--- config.mk ---
export PLATFORM = sky130hd
export DESIGN_NAME = ohi_ctrl
export DESIGN_NICKNAME = d
export VERILOG_FILES = /design/src/rtl/core/ohi_pkg.sv /design/src/rtl/core/ohi_ctrl.sv
export SDC_FILE = /design/constraint.sdc
export NUM_CORES = 1
export LEC_CHECK = 0
export ABC_AREA = 1
export BUFFER_PORTS_ARGS = -buffer_cell sky130_fd_sc_hd__buf_2
export CAP_MARGIN = 20
export CORE_MARGIN = 1
export CORE_UTILIZATION = 51
export CTS_CLUSTER_SIZE = 12
export DETAILED_ROUTE_END_ITERATION = 12
export PLACE_DENSITY = 0.81
export SKIP_CTS_REPAIR_TIMING = 1
export SYNTH_ARGS = -nofsm -noshare
export SYNTH_HDL_FRONTEND = slang
export SYNTH_SLANG_ARGS = --single-unit
--- constraint.sdc ---
create_clock -name clk -period 1.7 [get_ports clk]
set_clock_uncertainty 0.2 [all_clocks]
set_input_delay 0.34 -clock clk [delete_from_list [all_inputs] [get_ports clk]]
set_output_delay 0.34 -clock clk [all_outputs]
set_load 0.02 [all_outputs]
--- src/rtl/core/ohi_pkg.sv ---
// Shared constants, types and helpers of the open-addressing hash index.
package ohi_pkg;

  localparam int SLOT_COUNT  = 128;
  localparam int ENTRY_COUNT = 128;
  localparam int HASH_BITS   = 32;
  localparam int SLOT_AW     = $clog2(SLOT_COUNT);
  localparam int ENTRY_AW    = $clog2(ENTRY_COUNT);
  localparam int COUNT_W     = $clog2(ENTRY_COUNT + 1);
  localparam int CODE_W      = 9;
  localparam int PCT_W       = 7;
  localparam int IDX_W       = 7;
  localparam int LOAD_W      = 16;

  localparam logic [CODE_W-1:0] CODE_EMPTY   = '0;
  localparam logic [CODE_W-1:0] CODE_DELETED = '1;
  localparam logic [PCT_W-1:0]  LOAD_RESET   = 7'd70;

  typedef enum logic [1:0] {
    OP_INSERT = 2'd0,
    OP_LOOKUP = 2'd1,
    OP_ERASE  = 2'd2,
    OP_CLEAR  = 2'd3
  } op_t;

  typedef enum logic [1:0] {
    ST_OK   = 2'd0,
    ST_MISS = 2'd1,
    ST_FULL = 2'd2
  } status_t;

  typedef struct packed {
    op_t            operation;
    logic [31:0]    hash;
  } in_item_t;

  typedef struct packed {
    status_t          status;
    logic [IDX_W-1:0] entry_pos;
    logic             moved;
    logic [IDX_W-1:0] moved_from;
    logic [7:0]       count;
  } out_item_t;

  typedef struct packed {
    logic latch;
    logic clear;
    logic init;
    logic step;
    logic found;
    logic ins_write;
    logic set_miss;
    logic set_full;
    logic move_load;
    logic remap_write;
    logic erase_fin;
    logic publish;
  } cmd_t;

  typedef struct packed {
    logic load_full;
    logic empty;
    logic deleted;
    logic hash_eq;
    logic code_is_live;
    logic last;
    logic need_move;
    logic out_free;
  } sts_t;

  // First probe step: 1 + hash mod (SLOT_COUNT - 1), by folding 7-bit digits.
  function automatic logic [SLOT_AW-1:0] probe_inc(input logic [HASH_BITS-1:0] h);
    logic [9:0] acc;
    logic [7:0] fold;
    acc = '0;
    for (int i = 0; i < (HASH_BITS + SLOT_AW - 1) / SLOT_AW; i++) begin
      acc = acc + 10'(SLOT_AW'(h >> (SLOT_AW * i)));
    end
    fold = 8'(acc[SLOT_AW-1:0]) + 8'(acc[9:SLOT_AW]);
    if (fold >= 8'(SLOT_COUNT - 1)) begin
      fold = fold - 8'(SLOT_COUNT - 1);
    end
    return SLOT_AW'(fold) + SLOT_AW'(1);
  endfunction

endpackage

--- src/rtl/core/ohi_ctrl.sv ---
// Controller state machine that sequences the probes of each request.
module ohi_ctrl (
  input  logic          clk,
  input  logic          rst_n,
  input  logic          in_valid,
  output logic          in_stall,
  input  ohi_pkg::op_t  in_op,
  input  ohi_pkg::sts_t sts,
  output ohi_pkg::cmd_t cmd
);
  import ohi_pkg::*;

  typedef enum logic [10:0] {
    S_IDLE  = 11'b000_0000_0001,
    S_CLEAR = 11'b000_0000_0010,
    S_INIT  = 11'b000_0000_0100,
    S_PRD   = 11'b000_0000_1000,
    S_PEV   = 11'b000_0001_0000,
    S_ERD   = 11'b000_0010_0000,
    S_RINIT = 11'b000_0100_0000,
    S_RRD   = 11'b000_1000_0000,
    S_REV   = 11'b001_0000_0000,
    S_EFIN  = 11'b010_0000_0000,
    S_DONE  = 11'b100_0000_0000
  } state_t;

  state_t state_r, state_nxt;
  op_t    op_r, op_nxt;

  always_comb begin
    state_nxt = state_r;
    op_nxt    = op_r;
    cmd       = '0;
    in_stall  = (state_r != S_IDLE);
    case (state_r)
      S_IDLE: begin
        if (in_valid) begin
          cmd.latch = 1'b1;
          op_nxt    = in_op;
          state_nxt = (in_op == OP_CLEAR) ? S_CLEAR : S_INIT;
        end
      end
      S_CLEAR: begin
        cmd.clear = 1'b1;
        state_nxt = S_DONE;
      end
      S_INIT: begin
        if (op_r == OP_INSERT && sts.load_full) begin
          cmd.set_full = 1'b1;
          state_nxt    = S_DONE;
        end else begin
          cmd.init  = 1'b1;
          state_nxt = S_PRD;
        end
      end
      S_PRD: begin
        state_nxt = S_PEV;
      end
      S_PEV: begin
        if (op_r == OP_INSERT) begin
          if (sts.empty || sts.deleted) begin
            cmd.ins_write = 1'b1;
            state_nxt     = S_DONE;
          end else if (sts.last) begin
            cmd.set_full = 1'b1;
            state_nxt    = S_DONE;
          end else begin
            cmd.step  = 1'b1;
            state_nxt = S_PRD;
          end
        end else if (sts.empty) begin
          cmd.set_miss = 1'b1;
          state_nxt    = S_DONE;
        end else if (sts.hash_eq) begin
          if (sts.deleted) begin
            cmd.set_miss = 1'b1;
            state_nxt    = S_DONE;
          end else begin
            cmd.found = 1'b1;
            if (op_r != OP_ERASE) begin
              state_nxt = S_DONE;
            end else if (sts.need_move) begin
              state_nxt = S_ERD;
            end else begin
              state_nxt = S_EFIN;
            end
          end
        end else if (sts.last) begin
          cmd.set_full = 1'b1;
          state_nxt    = S_DONE;
        end else begin
          cmd.step  = 1'b1;
          state_nxt = S_PRD;
        end
      end
      S_ERD: begin
        cmd.move_load = 1'b1;
        state_nxt     = S_RINIT;
      end
      S_RINIT: begin
        cmd.init  = 1'b1;
        state_nxt = S_RRD;
      end
      S_RRD: begin
        state_nxt = S_REV;
      end
      S_REV: begin
        if (sts.empty || sts.last) begin
          state_nxt = S_EFIN;
        end else if (sts.code_is_live) begin
          cmd.remap_write = 1'b1;
          state_nxt       = S_EFIN;
        end else begin
          cmd.step  = 1'b1;
          state_nxt = S_RRD;
        end
        if (sts.last && sts.code_is_live && !sts.empty) begin
          cmd.remap_write = 1'b1;
        end
      end
      S_EFIN: begin
        cmd.erase_fin = 1'b1;
        state_nxt     = S_DONE;
      end
      S_DONE: begin
        if (sts.out_free) begin
          cmd.publish = 1'b1;
          state_nxt   = S_IDLE;
        end
      end
      default: begin
        state_nxt = S_IDLE;
      end
    endcase
  end

  always_ff @(posedge clk) begin
    if (!rst_n) begin
      state_r <= S_IDLE;
      op_r    <= OP_LOOKUP;
    end else begin
      state_r <= state_nxt;
      op_r    <= op_nxt;
    end
  end

endmodule

## After elaboration in Yosys (flattened, before gate mapping)

Cells that the tools add are included.

| storage, ports and cells | value |
|---|---|
| RAM bits | 0 |
| bits of input ports | 13 |
| latch bits | 0 |
| ROM bits | 0 |
| register bits after elaboration | 13 |
| logic and storage cells | 81 |
| memories | 0 |

| cells by class | value |
|---|---|
| shift operators | 0 |
| order comparisons | 0 |
| add/subtract/negate cells | 0 |
| eq/ne operators | 16 |
| divide/modulo/power cells | 0 |
| multipliers | 0 |
| bitwise logic cells | 0 |
| multiplexer cells | 53 |
| reduce and logical (&&, ||, !) cells | 10 |

Operators with widths:

| cell | number |
|---|---|
| 2-to-1 mux 11 bit | 10 |
| one-hot mux 11 bit (10 select lines) | 1 |
| 2-to-1 mux 1 bit | 33 |
| 2-to-1 mux 10 bit | 3 |
| equality test 11 x 1 -> 1 bit (second input constant) | 1 |
| equality test 11 x 10 -> 1 bit (second input constant) | 1 |
| equality test 11 bit (second input constant) | 1 |
| equality test 11 x 2 -> 1 bit (second input constant) | 1 |
| equality test 11 x 3 -> 1 bit (second input constant) | 1 |
| equality test 11 x 4 -> 1 bit (second input constant) | 1 |
| equality test 11 x 5 -> 1 bit (second input constant) | 1 |
| equality test 11 x 6 -> 1 bit (second input constant) | 1 |
| equality test 11 x 7 -> 1 bit (second input constant) | 1 |
| equality test 11 x 8 -> 1 bit (second input constant) | 1 |
| equality test 11 x 9 -> 1 bit (second input constant) | 1 |
| != test 11 x 1 -> 1 bit (second input constant) | 1 |
| 2-to-1 mux 3 bit | 2 |
| != test 2 bit (second input constant) | 3 |
| one-hot mux 1 bit (2 select lines) | 3 |
| AND reduction 2 bit | 2 |
| logical AND 1 bit | 3 |
| equality test 2 bit (second input constant) | 1 |
| logical NOT 2 bit | 1 |
| logical OR 1 bit | 2 |
| 3 further kinds | 3 |

## Logic depth before layout (Yosys ltp)

| depth | value |
|---|---|
| depth after elaboration | 7 |
| gate-level depth with buffers | 9 |

## Least setup slack after synthesis

Ideal clock, no wire load.

| timing | value |
|---|---|
| path kind | flip-flop to output port |
| start | register state_r[9] |
| end | output cmd[5] in the netlist's numbering |
| buffers on the path | 0 |
| required time | 1,160 ps |
| cell stages (with the launch flop) | 6 |
| setup slack | -170 ps |
| data arrival time | 1,330 ps |
| path through | dfxtp_1 > nor2_4 > nand2_4 > nor2_4 > nand2_2 > nor3b_1 |

RTL lines:

| what | line | source |
|---|---|---|
| start: declaration | ohi_ctrl.sv:27 | `state_t state_r, state_nxt;` |
| start signal: assignment | ohi_ctrl.sv:142 | `state_r <= state_nxt;` |
| end: declaration | ohi_ctrl.sv:9 | `output ohi_pkg::cmd_t cmd` |

==> results.json <==
{
  "status": "finished, violations left",
  "violations": "DRC, setup timing",
  "grt_setup_unrepaired": "yes",
  "cp_data_arrival_time_ps": 1580,
  "via_per_inst": 5.68,
  "synthTopCellsByCount": "30 x nand2_1, 22 x inv_1, 17 x nor2_1",
  "die-area_um2": 2010,
  "fin_crit_sh_pct": 125,
  "ios": 26,
  "totalWireLength_um": 4050,
  "irDropWorstVdd_v": 0.000587,
  "grt_pass1_vias": 958,
  "nFillCells": 67,
  "rows": 15,
  "cp_top_family": "simple AND/OR/NAND/NOR gates",
  "critPathKind": "register to output pin",
  "antenna_found_initial": 0,
  "clock_path_buffers": 2,
  "grt.overflow.total": 0,
  "layout-drive-gt1-share_pct": 57.5,
  "yosys-top-cells-area": "dfxtp_1 28%, nand2_1 12%, inv_1 8.8%",
  "drv_slew": 0,
  "path_buf_inv": 3,
  "cts_tree": "done",
  "worstMarginPinSlew_ps": 359,
  "timing.final.ws_setup_ps": -422,
  "die_x_um": 44.9,
  "grt_pass1_wl_um": 3700,
  "hold_class": "input pin to register",
  "yosysMostFrequentCell": "nand2_1",
  "crit_slowest_cell": "dfxtp_2",
  "seq_area_frac_synth_pct": 27.8,
  "cp_common_cell": "nand2_1",
  "setup_viol": 14,
  "ant_nets": 0,
  "leakage_nw": 0.817,
  "grt_max_degree": 9,
  "cpPeakStageDelay_ps": 360,
  "ff2ff_path_depth": 10,
  "first_pass_iters": 8,
  "synth-edff-count": 0,
  "yosys.area.top_type": "dfxtp_1",
  "path_cells": "inv_1, nand2_1, nor2_2, buf_4, nand3_1, nand2_1, buf_6",
  "via_count": 1277,
  "initial_core_util_pct": 54.3,
  "clk_latency_ps": 280,
  "drtIter0Drc": 64,
  "cp.depth": 7,
  "slew_headroom_pct": 76.0,
  "portBuffers": 25,
  "area_delta_synth_final_pct": 70.2,
  "start_kind": "register",
  "cts.clk_slew.worst_paths_ps": 80,
  "hpwl_um": 2030,
  "gp_congestion": 0.851,
  "drc": 2,
  "yosys_most_used_dff": "dfxtp_1",
  "syn_nets": 156,
  "end_kind": "output pin",
  "whs_path_depth": 3,
  "drv_cap": 0,
  "place_inst": 215,
  "final_util_pct": 92.4,
  "synthesis.area_um2": 937,
  "max_freq_mhz": 471,
  "synth_area_per_cell_um2": 6.55,
  "worstPathRequired_ps": 1160,
  "wl_per_cell_um": 18.0,
  "async_flop_share_pct": 0,
  "final_nets": 214,
  "syn_inst": 143,
  "powerDensity_nw_per_um2": 678,
  "clock_sinks": 13,
  "fin_cells": 225,
  "cts-buffers-inserted": 3,
  "ys_seq_elements": 13,
  "clockRootBuffer": "clkbuf_4",
  "track_usage_pct": 25.8,
  "min_period_ps": 2120,
  "path_max_fanout": 4,
  "die_y_um": 44.9,
  "n_antenna_cell": 0,
  "core_um2": 1730,
  "cts.htree.levels": 1,
  "synth_cell_types": 24,
  "synth_warnings": 0,
  "finalHoldViolCount": 0,
  "synth_top_area_share_pct": 27.8
}
[per-stage QoR]
| step | setup TNS (ps) | area [um^2] | total power [mW] | setup slack [ps] | hold slack, ps |
|---|---|---|---|---|---|
| after floorplan | 0 | 955 | 0.554 | 14.2 | 239 |
| after global placement | -75.6 | 1280 | 0.691 | -42.7 | 264 |
| after detailed placement | -214 | 1280 | 0.702 | -86.8 | 269 |
| after CTS | -3730 | 1300 | 0.891 | -392 | 107 |
| after global routing | -4910 | 1600 | 1.11 | -438 | 134 |
| final | -3910 | 1600 | 1.08 | -422 | 114 |
[flip-flops by register name (all words and copies together), names as in the netlist]
register / flops
op_r: 2
state_r: 11
[where the power goes]
part	leakage [nW]	switching (mW)	internal (mW)	total (mW)
logic	0.692	0.301	0.233	0.534
registers	0.109	0.0226	0.324	0.346
clock network	0.0150	0.110	0.0911	0.202
[cell type report]
type                       instances  area, um^2  area share, %
sequential                        13         273           17.1
clock buffer                       4        26.3           1.65
tap                               25        31.3           1.96
inverter                          26         103           6.43
timing repair buffer              53         413           25.9
multi-input combinational        104         749           47.0
[placed cells by master (no fill, tap or decap)]
master,instances
clkbuf_1,1
nand3_1,11
nand3_4,2
a31o_4,1
nand2_4,8
buf_2,12
dfxtp_2,7
clkbuf_4,3
nor2_8,2
a211oi_1,1
nor3b_2,1
nand4_1,1
nor2_4,9
nor3_2,3
nor2_1,10
nand3_2,3
nand3b_4,1
buf_6,12
dfxtp_1,5
nand2_2,5
nor3b_1,1
o21ai_1,1
dfxtp_4,1
nor2_2,4
a21oi_1,3
buf_4,29
inv_2,9
nor3_4,1
nor3_1,10
inv_6,1
o211ai_1,1
or2_0,1
inv_1,16
a21oi_4,1
nand2_1,23
[worst reg2reg max path: cells and delay by family, from the launching register on]
family                 cells  cell delay (ps)
and+or+nand+nor            6              680
buffers and inverters      4              360
DFF                        1              340
[final timing paths]
path	end	from	slack, ps
max reg2reg	state_r[0]$_SDFFE_PN1P_	state_r[3]$_SDFFE_PN0P_	0
min reg2reg	op_r[1]$_SDFFE_PN0P_	op_r[1]$_SDFFE_PN0P_	320
max	cmd[9]	state_r[0]$_SDFFE_PN1P_	-420
min	op_r[0]$_SDFFE_PN1P_	in_op[0]	110
[routing by layer]
layer  track usage, %  up-vias  wire length (um)
met5                0        -                 0
met4             14.5        0               263
met3             2.40       33               308
met2             48.5       99              2060
met1             27.9      580              1420
li1                 -      565                 -
[logic make-up after synthesis]
family / after synthesis / synth area share [%]
flip-flops: 13 / 27.8
buffers and inverters: 26 / 10.5
AND/OR/NAND/NOR: 96 / 56.5
AO/OA/AOI/OAI: 8 / 5.21
Power figures use the tool's default switching activity.
